===== config.mk =====
export PLATFORM = sky130hd
export DESIGN_NAME = tlr_front_flat
export DESIGN_NICKNAME = d
export VERILOG_FILES = /design/src/design/tlr_pkg.sv /design/src/design/tlr_in_if.sv /design/src/design/tlr_front.sv /design/src/flat_wrapper.sv
export SDC_FILE = /design/constraint.sdc
export NUM_CORES = 1
export LEC_CHECK = 0
export BUFFER_PORTS_ARGS = -buffer_cell sky130_fd_sc_hd__buf_4
export CORE_UTILIZATION = 48
export DETAILED_ROUTE_END_ITERATION = 10
export PLACE_DENSITY = 0.81
export SYNTH_ARGS = -nofsm -noshare
export SYNTH_HDL_FRONTEND = slang
export SYNTH_SLANG_ARGS = --single-unit
export TNS_END_PERCENT = 30

===== constraint.sdc =====
create_clock -name vclk -period 9.93
set_input_delay 1.4895 -clock vclk [all_inputs]
set_output_delay 1.4895 -clock vclk [all_outputs]
set_load 0.05 [all_outputs]

===== src/design/tlr_pkg.sv =====
package tlr_pkg;

  localparam int unsigned CordicSteps = 24;
  localparam int unsigned CordicW     = 36;
  localparam int unsigned LenW        = 31;
  localparam int unsigned CfgIdxW     = 1;
  localparam int unsigned CntW        = 5;

  typedef enum logic [CfgIdxW-1:0] {
    RegLengthA = 1'b0,
    RegLengthB = 1'b1
  } cfg_reg_e;

  localparam logic signed [CordicW-1:0] PiQ30     = 36'sd3373259426;
  localparam logic signed [CordicW-1:0] HalfPiQ30 = 36'sd1686629713;
  localparam logic signed [CordicW-1:0] KinvQ30   = 36'sd652032874;
  localparam logic signed [CordicW-1:0] Q30One    = 36'sd1073741824;

  // (1e-6)^2 in Q60; any entry of magnitude 1074 or more already exceeds it
  localparam logic [22:0]        SingBoundSq = 23'd1152922;
  localparam logic signed [31:0] SingLim     = 32'sd1074;

  typedef struct packed {
    logic signed [31:0] rot_xx;
    logic signed [31:0] rot_yx;
    logic signed [31:0] trans_x;
    logic signed [31:0] trans_y;
    logic signed [31:0] trans_z;
    logic               singular;
    logic               zero_t;
  } item_t;

  function automatic logic signed [CordicW-1:0] atan_step(input logic [CntW-1:0] i);
    logic signed [CordicW-1:0] r;
    case (i)
      5'd0:    r = 36'sd843314857;
      5'd1:    r = 36'sd497837830;
      5'd2:    r = 36'sd263043837;
      5'd3:    r = 36'sd133525159;
      5'd4:    r = 36'sd67021687;
      5'd5:    r = 36'sd33543515;
      5'd6:    r = 36'sd16775851;
      5'd7:    r = 36'sd8388438;
      5'd8:    r = 36'sd4194283;
      5'd9:    r = 36'sd2097149;
      5'd10:   r = 36'sd1048576;
      5'd11:   r = 36'sd524288;
      5'd31:   r = '0;
      default: r = CordicW'(1) << (5'd30 - i);
    endcase
    return r;
  endfunction

  function automatic logic [31:0] abs32(input logic signed [31:0] v);
    return v[31] ? (~v + 32'd1) : v;
  endfunction

endpackage


===== src/design/tlr_in_if.sv =====
interface tlr_in_if;
  logic               valid;
  logic               ready;
  logic signed [31:0] rot_xx;
  logic signed [31:0] rot_yx;
  logic signed [31:0] trans_x;
  logic signed [31:0] trans_y;
  logic signed [31:0] trans_z;

  modport source (output valid, rot_xx, rot_yx, trans_x, trans_y, trans_z, input ready);
  modport sink (input valid, rot_xx, rot_yx, trans_x, trans_y, trans_z, output ready);
endinterface


===== src/design/tlr_front.sv =====
module tlr_front (
  tlr_in_if.sink          item_i,
  input  logic            full_i,
  output logic            push_o,
  output tlr_pkg::item_t  item_o
);

  logic        xx_small;
  logic        yx_small;
  logic [31:0] xx_abs;
  logic [31:0] yx_abs;
  logic [10:0] xx_mag;
  logic [10:0] yx_mag;
  logic [22:0] mag2;

  assign xx_small = (item_i.rot_xx > -tlr_pkg::SingLim) && (item_i.rot_xx < tlr_pkg::SingLim);
  assign yx_small = (item_i.rot_yx > -tlr_pkg::SingLim) && (item_i.rot_yx < tlr_pkg::SingLim);
  assign xx_abs   = tlr_pkg::abs32(item_i.rot_xx);
  assign yx_abs   = tlr_pkg::abs32(item_i.rot_yx);
  assign xx_mag   = xx_abs[10:0];
  assign yx_mag   = yx_abs[10:0];
  assign mag2     = 23'(xx_mag * xx_mag) + 23'(yx_mag * yx_mag);

  assign item_i.ready = !full_i;
  assign push_o       = item_i.valid && !full_i;

  always_comb begin
    item_o.rot_xx   = item_i.rot_xx;
    item_o.rot_yx   = item_i.rot_yx;
    item_o.trans_x  = item_i.trans_x;
    item_o.trans_y  = item_i.trans_y;
    item_o.trans_z  = item_i.trans_z;
    item_o.singular = xx_small && yx_small && (mag2 < tlr_pkg::SingBoundSq);
    item_o.zero_t   = (item_i.trans_x == '0) && (item_i.trans_y == '0) &&
                      (item_i.trans_z == '0);
  end

endmodule


===== src/flat_wrapper.sv =====
// flat-port wrapper written by rule: the top's interface ports become plain ports
module tlr_front_flat 
  (full_i, push_o, item_o, item_i_valid, item_i_rot_xx, item_i_rot_yx, item_i_trans_x, item_i_trans_y, item_i_trans_z, item_i_ready);
  tlr_in_if item_i_i ();
  input  logic full_i;
  output logic push_o;
  output tlr_pkg::item_t item_o;
  input wire logic [$bits(item_i_i.valid)-1:0] item_i_valid;
  input wire logic [$bits(item_i_i.rot_xx)-1:0] item_i_rot_xx;
  input wire logic [$bits(item_i_i.rot_yx)-1:0] item_i_rot_yx;
  input wire logic [$bits(item_i_i.trans_x)-1:0] item_i_trans_x;
  input wire logic [$bits(item_i_i.trans_y)-1:0] item_i_trans_y;
  input wire logic [$bits(item_i_i.trans_z)-1:0] item_i_trans_z;
  output wire logic [$bits(item_i_i.ready)-1:0] item_i_ready;
  assign item_i_i.valid = item_i_valid;
  assign item_i_i.rot_xx = item_i_rot_xx;
  assign item_i_i.rot_yx = item_i_rot_yx;
  assign item_i_i.trans_x = item_i_trans_x;
  assign item_i_i.trans_y = item_i_trans_y;
  assign item_i_i.trans_z = item_i_trans_z;
  assign item_i_ready = item_i_i.ready;
  tlr_front u_core (.item_i(item_i_i), .full_i(full_i), .push_o(push_o), .item_o(item_o));
endmodule

==> impl_metrics.yaml <==
run_status:
  status: "finished, violations left"
  violations: "setup timing"
drt:
  avgViaCountPerCell: 5.152
  firstDrtPassIters: 5
  route.detailed.drc: 0
  wl_mm: 29.26
  wire_per_inst_um: 17.14
  vias: 8794
  ant_nets: 0
  drtIter0Drc: 441
flow_run:
  maxCapViolCount: 0
worst_hold_path:
  holdPathStages: 2
  min-delay-start: "item_i_trans_x[2]"
  hold_end: "item_o[68]"
  hold_class: "input port to output port"
yosys:
  synthCells: 1133
  syn_area_um2: 9200
  ys_seq_area_share_pct: 0
  ys_warn_count: 0
  syn-num-nets: 1560
  synth_cell_types: 56
  yosysTopAreaCell: "fa_1"
  yosys-top-cells-area: "fa_1, ha_1, buf_4"
  yosysTopAreaCellShare_pct: 36.12
  synth_area_per_cell_um2: 8.120
floorplanning:
  die_w_um: 140.4
  initial_core_util_pct: 49.02
  dieArea_um2: 19720
  num_rows: 50
  chipHeight_um: 140.4
  fp.coreArea_um2: 18770
  pin_count: 326
critical_path:
  cp.required_ns: 8.44
  endpoint_kind: "output port"
  cp_max_fo: 4
  arrival_ns: 8.92
  crit_start: "item_i_rot_yx[3]"
  critical_path_class: "input port to output port"
  cp-start-kind: "input port"
placed_design:
  dp_hpwl_mm: 25.29
  portBuffers: 326
  place_area_um2: 12230
  place_congestion: 0.9769
global_route:
  grt_pass1_vias: 9358
  grt_pass1_wl_mm: 46.27
  grt_usage_pct: 30.15
  grt_max_degree: 14
  antenna_found_initial: 1
  grt-ovfl-total: 0
sta:
  worst_pin_slew_ns: 1.111
  rsz0062_at_grt: "yes"
  setup_slack_ns: -0.4777
  final_max_slew_viol_count: 0
  finalCritPeriodShare_pct: 104.8
  layout_min_cycle_time_ns: 10.41
  final-hold-violation-count: 0
  relSlewSlack_pct: 25.28
  setup_viol: 1
  clock.fmax_mhz: 96.08
final_layout:
  design_area_um2: 12590
  nets: 1900
  layout-drive-gt1-share_pct: 40.24
  clkbuf_count: 0
  seq_cells: 0
  syn_to_final_growth_pct: 36.84
  seq_area_um2: 0
  fill_cells: 1446
==> synthesized netlist by cell type, types with 2 or more instances <==
master,n
a211oi_1,3
a21o_1,3
a21oi_1,20
a21oi_2,3
a22o_1,2
a31oi_1,3
and2_1,2
and3_1,5
buf_2,2
buf_4,160
clkbuf_1,5
clkinv_1,5
fa_1,166
ha_1,99
inv_1,292
inv_2,2
mux2i_1,2
nand2_1,83
nand2b_1,7
nand3_1,12
nand4_1,21
nor2_1,80
nor2b_1,4
nor3_1,11
nor4_1,37
o211ai_1,3
o21a_1,4
o21ai_0,14
o21ai_1,2
o31ai_1,8
or3_1,2
or4_1,7
xnor2_1,20
xor2_1,22
==> cells in the final DEF, fill, tap and decap left out, types with 4 or more instances in the layout <==
master	count
a21oi_1	18
ha_1	90
nand3_1	10
inv_2	8
fa_2	4
nand2b_1	7
o21ai_0	12
nor3_1	10
xnor2_1	17
nand2_2	6
nor2_1	70
or4_1	6
nand4_1	21
inv_1	286
xor2_2	4
nor2_2	7
xor2_1	15
nand2_1	76
fa_1	162
nor2b_1	4
o31ai_1	5
ha_4	8
o21a_1	4
buf_4	502
nor4_1	36
==> how the worst max path moves through the flow <==
stage | slack, ns | end
final | -0.48 | item_o[1]
after global routing | -0.73 | item_o[1]
after CTS | -0.36 | item_o[1]
after detailed placement | -0.59 | item_o[1]
after global placement | -0.48 | item_o[1]
after floorplan | -0.21 | item_o[1]
==> critical path, stage by stage <==
cell,delay (ns)
buf_4,0.12
nor4_4,0.31
nand2_2,0.13
o41ai_4,0.24
buf_4,0.19
xor2_4,0.22
buf_4,0.15
nor2_2,0.04
fa_1,0.55
inv_2,0.08
fa_1,0.56
inv_1,0.05
fa_1,0.46
fa_1,0.56
fa_1,0.44
fa_1,0.57
inv_1,0.06
fa_1,0.53
inv_1,0.06
ha_4,0.28
and3_4,0.19
and2_1,0.12
nand4_1,0.24
a31oi_4,0.31
a22o_1,0.19
o211ai_1,0.19
a2111oi_4,0.38
buf_6,0.21
==> per-stage QoR <==
step                TNS [ns]  worst slack (ns)  cells  hold WS, ns  utilization (%)
finish               -0.4777           -0.4777   1707        3.245            67.08
CTS                  -0.3584           -0.3584   1701        3.245            66.49
detailed placement   -0.5922           -0.5922   1687        3.244            65.14
global route         -0.7343           -0.7343   1706        3.249            67.07
floorplan            -0.2065           -0.2065   1133        3.146                -
global placement     -0.4830           -0.4830   1687        3.244            65.14
==> cell families after synthesis <==
family / count (synthesis) / synth area share [%]
muxes: 2 / 0.2176
buffers and inverters: 466 / 25.57
xor gates and xnor gates: 42 / 3.998
adders and majority gates: 265 / 49.59
and+or+nand+nor: 276 / 14.28
AOI/OAI and AO/OA: 82 / 6.352
==> final cells by class <==
| cell class | instances | area [µm²] | share of cell area, % |
|---|---|---|---|
| Multi-Input combinational cell | 667 | 7351 | 58.39 |
| Timing Repair Buffer | 505 | 3802 | 30.20 |
| Inverter | 299 | 1139 | 9.044 |
| Tap cell | 234 | 292.8 | 2.326 |
| Antenna cell | 2 | 5.005 | 0.03975 |
==> layer usage <==
layer	part of all wire (%)	routed length [µm]	GRT usage, %
met1	36	10440	34.21
met2	50	14720	54.63
met3	7.9	2303	4.547
met4	6.1	1792	15.85
met5	0	0	0
==> timing repair <==
item	CTS	global route
hold buffers	0	0
pin swaps	32	19
hold endpoints to repair	0	0
setup endpoints to repair	1	1
setup buffers	14	4
gates resized for setup	26	19
Power is not shown: default switching activity piles up to over one toggle a cycle in this logic, so the estimate is an artifact.
