==> config.mk <==
export PLATFORM = sky130hd
export DESIGN_NAME = tlr_queue
export DESIGN_NICKNAME = d
export VERILOG_FILES = /design/src/design/tlr_pkg.sv /design/src/design/tlr_queue.sv
export SDC_FILE = /design/constraint.sdc
export NUM_CORES = 1
export LEC_CHECK = 0
export BUFFER_PORTS_ARGS = -buffer_cell sky130_fd_sc_hd__buf_2
export CAP_MARGIN = 25
export CORE_MARGIN = 1.5
export CORE_UTILIZATION = 52
export CTS_BUF_LIST = sky130_fd_sc_hd__clkbuf_16
export DETAILED_ROUTE_END_ITERATION = 6
export PLACE_DENSITY = 0.9
export SKIP_CTS_REPAIR_TIMING = 1
export SLEW_MARGIN = 30
export SYNTH_ARGS = -nofsm -noshare
export SYNTH_HDL_FRONTEND = slang
export SYNTH_SLANG_ARGS = --single-unit
==> constraint.sdc <==
create_clock -name clk_i -period 5.3 [get_ports clk_i]
set_clock_uncertainty 0.05 [all_clocks]
set_input_delay 0.53 -clock clk_i [delete_from_list [all_inputs] [get_ports clk_i]]
set_output_delay 0.53 -clock clk_i [all_outputs]
set_load 0.005 [all_outputs]
==> src/design/tlr_pkg.sv <==
package tlr_pkg;

  localparam int unsigned CordicSteps = 24;
  localparam int unsigned CordicW     = 36;
  localparam int unsigned LenW        = 31;
  localparam int unsigned CfgIdxW     = 1;
  localparam int unsigned CntW        = 5;

  typedef enum logic [CfgIdxW-1:0] {
    RegLengthA = 1'b0,
    RegLengthB = 1'b1
  } cfg_reg_e;

  localparam logic signed [CordicW-1:0] PiQ30     = 36'sd3373259426;
  localparam logic signed [CordicW-1:0] HalfPiQ30 = 36'sd1686629713;
  localparam logic signed [CordicW-1:0] KinvQ30   = 36'sd652032874;
  localparam logic signed [CordicW-1:0] Q30One    = 36'sd1073741824;

  // (1e-6)^2 in Q60; any entry of magnitude 1074 or more already exceeds it
  localparam logic [22:0]        SingBoundSq = 23'd1152922;
  localparam logic signed [31:0] SingLim     = 32'sd1074;

  typedef struct packed {
    logic signed [31:0] rot_xx;
    logic signed [31:0] rot_yx;
    logic signed [31:0] trans_x;
    logic signed [31:0] trans_y;
    logic signed [31:0] trans_z;
    logic               singular;
    logic               zero_t;
  } item_t;

  function automatic logic signed [CordicW-1:0] atan_step(input logic [CntW-1:0] i);
    logic signed [CordicW-1:0] r;
    case (i)
      5'd0:    r = 36'sd843314857;
      5'd1:    r = 36'sd497837830;
      5'd2:    r = 36'sd263043837;
      5'd3:    r = 36'sd133525159;
      5'd4:    r = 36'sd67021687;
      5'd5:    r = 36'sd33543515;
      5'd6:    r = 36'sd16775851;
      5'd7:    r = 36'sd8388438;
      5'd8:    r = 36'sd4194283;
      5'd9:    r = 36'sd2097149;
      5'd10:   r = 36'sd1048576;
      5'd11:   r = 36'sd524288;
      5'd31:   r = '0;
      default: r = CordicW'(1) << (5'd30 - i);
    endcase
    return r;
  endfunction

  function automatic logic [31:0] abs32(input logic signed [31:0] v);
    return v[31] ? (~v + 32'd1) : v;
  endfunction

endpackage

==> src/design/tlr_queue.sv <==
module tlr_queue (
  input  logic           clk_i,
  input  logic           rst_ni,
  input  logic           push_i,
  input  tlr_pkg::item_t item_i,
  output logic           full_o,
  input  logic           pop_i,
  output logic           valid_o,
  output tlr_pkg::item_t item_o
);

  tlr_pkg::item_t mem_q [2];
  logic           wr_ptr_q, wr_ptr_d;
  logic           rd_ptr_q, rd_ptr_d;
  logic [1:0]     count_q, count_d;

  assign full_o  = count_q[1];
  assign valid_o = count_q != 2'd0;
  assign item_o  = mem_q[rd_ptr_q];

  always_comb begin
    wr_ptr_d = wr_ptr_q ^ push_i;
    rd_ptr_d = rd_ptr_q ^ pop_i;
    count_d  = count_q + {1'b0, push_i} - {1'b0, pop_i};
  end

  always_ff @(posedge clk_i or negedge rst_ni) begin
    if (!rst_ni) begin
      wr_ptr_q <= 1'b0;
      rd_ptr_q <= 1'b0;
      count_q  <= 2'd0;
    end else begin
      wr_ptr_q <= wr_ptr_d;
      rd_ptr_q <= rd_ptr_d;
      count_q  <= count_d;
    end
  end

  always_ff @(posedge clk_i) begin
    if (push_i) begin
      mem_q[wr_ptr_q] <= item_i;
    end
  end

`ifndef SYNTHESIS
  a_no_overflow: assert property (@(posedge clk_i) disable iff (!rst_ni)
    count_q == 2'd2 |=> count_q != 2'd3) else $error("queue overflow");
`endif

endmodule

==> flow_summary.ini, run 1 <==
[sta]
setup_viol = 0
final.min_clock_period_ns = 3.19
tns_ns = 0
slew_violations = 0
rsz0062_at_grt = false
hold_viol = 0
tightest_slew_ns = 0.923
fin_ws_ns = 2.11
worst_hold_slack_ns = 0.166
fmax_mhz = 313
fin_crit_sh_pct = 60.3
max_slew_margin_pct = 38.5

[layout]
design_area_mm2 = 0.0152
nFillCells = 1458
multi_input_area_mm2 = 0.00220
synthToLayoutAreaGrowth_pct = 25.0
final_layout_size_suffix_gt1_share_pct = 60.7
regArea_mm2 = 0.00983
nets = 1041

[clock_network]
clkSlewWorstSetupHoldPaths_ns = 0.06
cts_buffer_depth = 3
cts_root_buffer = clkbuf_16
tritoncts = built
cts_max_level = 2
cts_buffers = 34
clk_latency_ns = 0.50
cts.sinks = 328

[route]
routed_wl_um = 23100
post_drt_wl_per_cell_um = 19.0
vias_per_cell = 5.02
first_pass_iters = 4
drc = 0
vias = 6084
drt-initial-drc-count = 399
drtAntennaViolNets = 0

[yosys]
synth_top_area_cell = edfxtp_1
ys_seq_area_share_pct = 80.8
synth-edff-count = 324
syn_avg_cell_area_um2 = 23.4
synth_area_mm2 = 0.0122
synthesis.instances = 519
yosysUniqueCellTypes = 11
synth.most_common_cell = edfxtp_1
ys_async_sr_fraction_pct = 1.22
synthFlopType = edfxtp_1
synth_top_area_share_pct = 80.0
netlist_top_cells_count = edfxtp_1 (324), mux2_2 (92), mux2_4 (70)
mappedNetlistNets = 689
yosysWarnings = 0
synth_area_leaders = edfxtp_1 (80%), mux2_4 (8.6%), mux2_2 (8.5%), buf_6 (0.83%), dfrtp_1 (0.82%)
ys_ff_latch = 328

[critical_path]
endpoint_kind = output port
critPathLaunchType = flip-flop
crit_type = reg2out
cp.required_ns = 4.72
worstPathMaxFanout = 54
cp.arrival_ns = 2.61

[grt]
antenna_found_initial = 7
track_usage_pct = 18.4
grt_overflow_total = 0
grt_max_degree = 103
grt_pass1_vias = 6371
grt_pass1_wl_um = 33700

[worst_hold_path]
hp-class = in2reg

[place]
hpwl_um = 15100
gp_congestion = 0.774
place_ws_ns = 2.63
dpl-instance-area_mm2 = 0.0142
portBuffers = 329

[floorplan]
pin_count = 330
row_count = 55
core_area_mm2 = 0.0228
start_util_pct = 53.4
die_h_um = 156
die-area_mm2 = 0.0243
chipWidth_um = 156

[power]
power.share.sequential_pct = 45.5
powerDensity_mw_per_mm2 = 523
p_leak_nw = 5.95
max-vdd-ir-drop_v = 0.000376
power_switching_w = 0.00208
p_clk_share_pct = 27.5
p_comb_share_pct = 27.1
swShare_pct = 26.1
internal-power_w = 0.00589

[job]
maxCapViolations = 0

[run_status]
status = completed
==> per-stage QoR <==
stage	std cells	total power, W	util, %
floorplan	519	0.00509	-
global placement	1147	0.00577	62.1
detailed placement	1147	0.00586	62.1
CTS	1205	0.00806	66.7
global route	1211	0.00831	66.8
finish	1212	0.00796	66.8
==> flip-flops by register name, indices dropped and copies added, names as in the netlist <==
name      cells
wr_ptr_q      1
count_q       2
rd_ptr_q      1
mem_q       324
==> power by group through the flow <==
stage	sequential [W]	clock, W	combinational [W]
floorplan	0.00366	0	0.00143
global placement	0.00364	0	0.00213
detailed placement	0.00368	0	0.00218
CTS	0.00363	0.00224	0.00219
global route	0.00366	0.00233	0.00231
finish	0.00362	0.00219	0.00216
==> worst paths after layout <==
path                                  from       endpoint  slack [ns]  cells past startpoint
worst max register to register    wr_ptr_q  mem_q[0][111]        3.00                      3
worst max-delay path              rd_ptr_q     item_o[70]        2.11                      3
max in group asynchronous           rst_ni       rd_ptr_q        4.74                      2
worst min register to register  count_q[1]     count_q[1]        0.59                      1
min in group asynchronous           rst_ni       rd_ptr_q        0.32                      2
worst min-delay path            item_i[23]   mem_q[0][23]        0.17                      1
==> routing by layer <==
metal / vias up / global-route usage [%] / part of all wire, %
li1: 2783 / - / -
met1: 2948 / 20.8 / 37
met2: 280 / 32.0 / 51
met3: 71 / 5.31 / 7.6
met4: 2 / 8.98 / 4.2
met5: - / 0 / 0.052
==> cells by family after synthesis <==
group | synth area share, %
flops | 80.8
mux | 17.2
buf+inv | 1.33
fa+ha+maj | 0.411
xor+xnor | 0.267
simple gates | 0.0515
==> worst max-delay path, cell delays in order, from the launching register on <==
cell and delay, ns:
dfrtp_4 0.75, buf_4 0.75, mux2_2 0.42, buf_2 0.13
==> cell type report <==
class | instances | area share (%)
diodes | 6 | 0.0987
flip-flops and latches | 328 | 64.6
multi-input cells | 169 | 14.5
clock inverters | 23 | 1.04
repair buffers | 334 | 11.3
well taps | 313 | 2.57
inverters | 4 | 0.0987
clock buffers | 35 | 5.76
==> cells in the final DEF, fill, tap and decap left out <==
| cell | n |
|---|---|
| clkinv_2 | 2 |
| xor3_1 | 1 |
| mux2_2 | 92 |
| diode_2 | 6 |
| dlygate4sd3_1 | 1 |
| xor2_1 | 1 |
| buf_12 | 3 |
| bufinv_16 | 2 |
| dfrtp_1 | 3 |
| or2_2 | 1 |
| clkinvlp_4 | 3 |
| clkinv_1 | 7 |
| buf_4 | 1 |
| edfxtp_1 | 324 |
| dfrtp_4 | 1 |
| ha_1 | 2 |
| ha_4 | 2 |
| buf_2 | 329 |
| mux2_4 | 70 |
| inv_6 | 1 |
| inv_1 | 12 |
| clkbuf_16 | 35 |
(Power assumes the default switching activity.)
==> run 2, diff against run 1 <==
- ABC_AREA: default -> 1
- CORE_UTILIZATION: 52 -> 53
- PLACE_DENSITY: 0.9 -> 0.91
- clock period: 5.3 -> 3.15 ns (I/O delays scaled with it)
==> flow_summary.ini, run 2 <==
[clock_network]
cts_buffer_depth = 3
tritoncts = built
cts.sinks = 328
cts_root_buffer = clkbuf_16
cts_buffers = 34
clk_latency_ns = 0.50
clkSlewWorstSetupHoldPaths_ns = 0.06
cts_max_level = 2

[layout]
final_cell_mix = buf_2 (329), edfxtp_1 (324), inv_1 (182)
reg_top3 = mem_q (324), count_q (2)
synthToLayoutAreaGrowth_pct = 37.0
layout.cells.most_common = buf_2
largest_register_ffs = 324
nets = 1547
design_area_mm2 = 0.0173
nFillCells = 1343
regMostFlops = mem_q
final_util_pct = 73.9
final_layout_size_suffix_gt1_share_pct = 34.0

[power]
p_clk_share_pct = 26.3
powerDensity_mw_per_mm2 = 825
max-vdd-ir-drop_v = 0.000623
internal-power_w = 0.00972
swShare_pct = 32.0
power_w = 0.0143
power_switching_w = 0.00457
p_comb_share_pct = 31.0
power.share.sequential_pct = 42.7
p_leak_nw = 7.42

[yosys]
synthesis.instances = 869
synth_area_mm2 = 0.0126
synth_top_area_share_pct = 77.1
ys_ff_latch = 328
ys_async_sr_fraction_pct = 1.22
ys_seq_area_share_pct = 77.8
synth.most_common_cell = edfxtp_1
mappedNetlistNets = 1039
yosysUniqueCellTypes = 14
synthFlopType = edfxtp_1
synth_area_leaders = edfxtp_1 (77%), o21ai_2 (6.2%), inv_1 (5.0%), nand2_1 (5.0%), o21ai_0 (2.8%)
syn_avg_cell_area_um2 = 14.5
synth-edff-count = 324
netlist_top_cells_count = edfxtp_1 (324), inv_1 (169), nand2_1 (168)
yosysWarnings = 0
synth_top_area_cell = edfxtp_1

[sta]
slew_violations = 0
hold_viol = 0
max_slew_margin_pct = 55.0
rsz0062_at_grt = false
final.min_clock_period_ns = 2.58
setup_viol = 0
tns_ns = 0
fin_crit_sh_pct = 81.9
fmax_mhz = 388
tightest_slew_ns = 0.675
fin_ws_ns = 0.571

[critical_path]
crit_type = reg2out
cp.arrival_ns = 2.21
cp.required_ns = 2.78
critPathLaunchType = flip-flop
ff2ff_setup_slack_ns = 1.27
reg2reg_from = wr_ptr_q
worstPathMaxFanout = 124
reg2regPathDepth = 3
r2r-end = mem_q[0][109]
endpoint_kind = output port

[place]
place_ws_ns = 1.11
hpwl_um = 17300
gp_congestion = 0.841
portBuffers = 329
dpl-instance-area_mm2 = 0.0146

[worst_hold_path]
hp-class = in2async

[job]
maxCapViolations = 0

[grt]
track_usage_pct = 19.8
grt_pass1_vias = 7547
grt_max_degree = 125
grt_overflow_total = 0
antenna_found_initial = 1
grt_pass1_wl_um = 37300

[floorplan]
die_h_um = 157
core_area_mm2 = 0.0234
chipWidth_um = 157
pin_count = 330
row_count = 56
start_util_pct = 54.0
die-area_mm2 = 0.0248

[run_status]
status = completed

[route]
drt-initial-drc-count = 594
vias = 8604
vias_per_cell = 5.00
first_pass_iters = 5
drtAntennaViolNets = 0
post_drt_wl_per_cell_um = 18.2
routed_wl_um = 31400
drc = 0
[run 2: cell types whose count changed in the layout (fill, tap and decap cells not counted), moves of 3 or more]
cell,change
inv_1,+170
nand2_1,+168
dlygate4sd3_1,+163
mux2_2,-92
o21ai_2,+90
mux2_4,-70
o21ai_0,+70
buf_12,+7
buf_4,+4
diode_2,-4
clkinvlp_4,-3
[run 2: cells by family (layout without fill, tap and decap cells)]
family / after synthesis / after routing / share of synthesized area (%)
compound gates: 162 / 162 / 9.10
xor+xnor: 1 / 1 / 0.0694
fa+ha+maj: 4 / 4 / 0.396
buf+inv: 205 / 736 / 7.56
flops: 328 / 328 / 77.8
other cells: 0 / 2 / 0
simple gates: 169 / 169 / 5.03
[run 2: layout make-up]
type,instances,area (um2),share of cell area (%)
Clock inverter,22,110,0.636
Tap cell,319,399,2.31
Clock buffer,37,926,5.35
Multi-Input combinational cell,336,1870,10.8
Inverter,169,634,3.67
Sequential cell,328,9830,56.8
Timing Repair Buffer,508,3530,20.4
Antenna cell,2,5.00,0.0289
[run 2: critical path, cell delays in order (launching register included)]
cell     delay [ns]
dfrtp_4        0.73
buf_12         0.45
nand2_1        0.20
o21ai_2        0.10
buf_2          0.13
[run 2: layer usage]
layer  up-vias  routed length [um]  part of all wire [%]  global-route usage, %
met5         -                   0                     0                      0
met4         0                1510                   4.8                   10.6
met3       121                2010                   6.4                   5.26
met2       419               16900                    54                   35.0
met1      4086               11000                    35                   21.9
li1       3978                   -                     -                      -
[run 2: metrics by stage]
stage               hold slack [ns]  cells
floorplan                   -0.0306    869
global placement             0.0764   1496
detailed placement           0.0763   1496
CTS                          -0.449   1555
global route                  0.100   1720
finish                       0.0999   1721
[run 2: worst max-delay path by stage]
| stage | from | slack (ns) | to |
|---|---|---|---|
| final | rd_ptr_q | 0.57 | item_o[77] |
| after CTS | rd_ptr_q | 0.59 | item_o[34] |
| after floorplan | wr_ptr_q | 0.15 | mem_q[0][0] |
| after global routing | rd_ptr_q | 0.45 | item_o[159] |
| after global placement | rd_ptr_q | 1.13 | item_o[34] |
| after detailed placement | rd_ptr_q | 1.11 | item_o[34] |
[run 2: power groups by stage]
| stage | Combinational, W | Sequential (W) | Clock (W) |
|---|---|---|---|
| floorplan | 0.00255 | 0.00608 | 0 |
| global placement | 0.00398 | 0.00611 | 0 |
| detailed placement | 0.00411 | 0.00616 | 0 |
| CTS | 0.00415 | 0.00607 | 0.00375 |
| global route | 0.00481 | 0.00617 | 0.00398 |
| finish | 0.00443 | 0.00610 | 0.00375 |
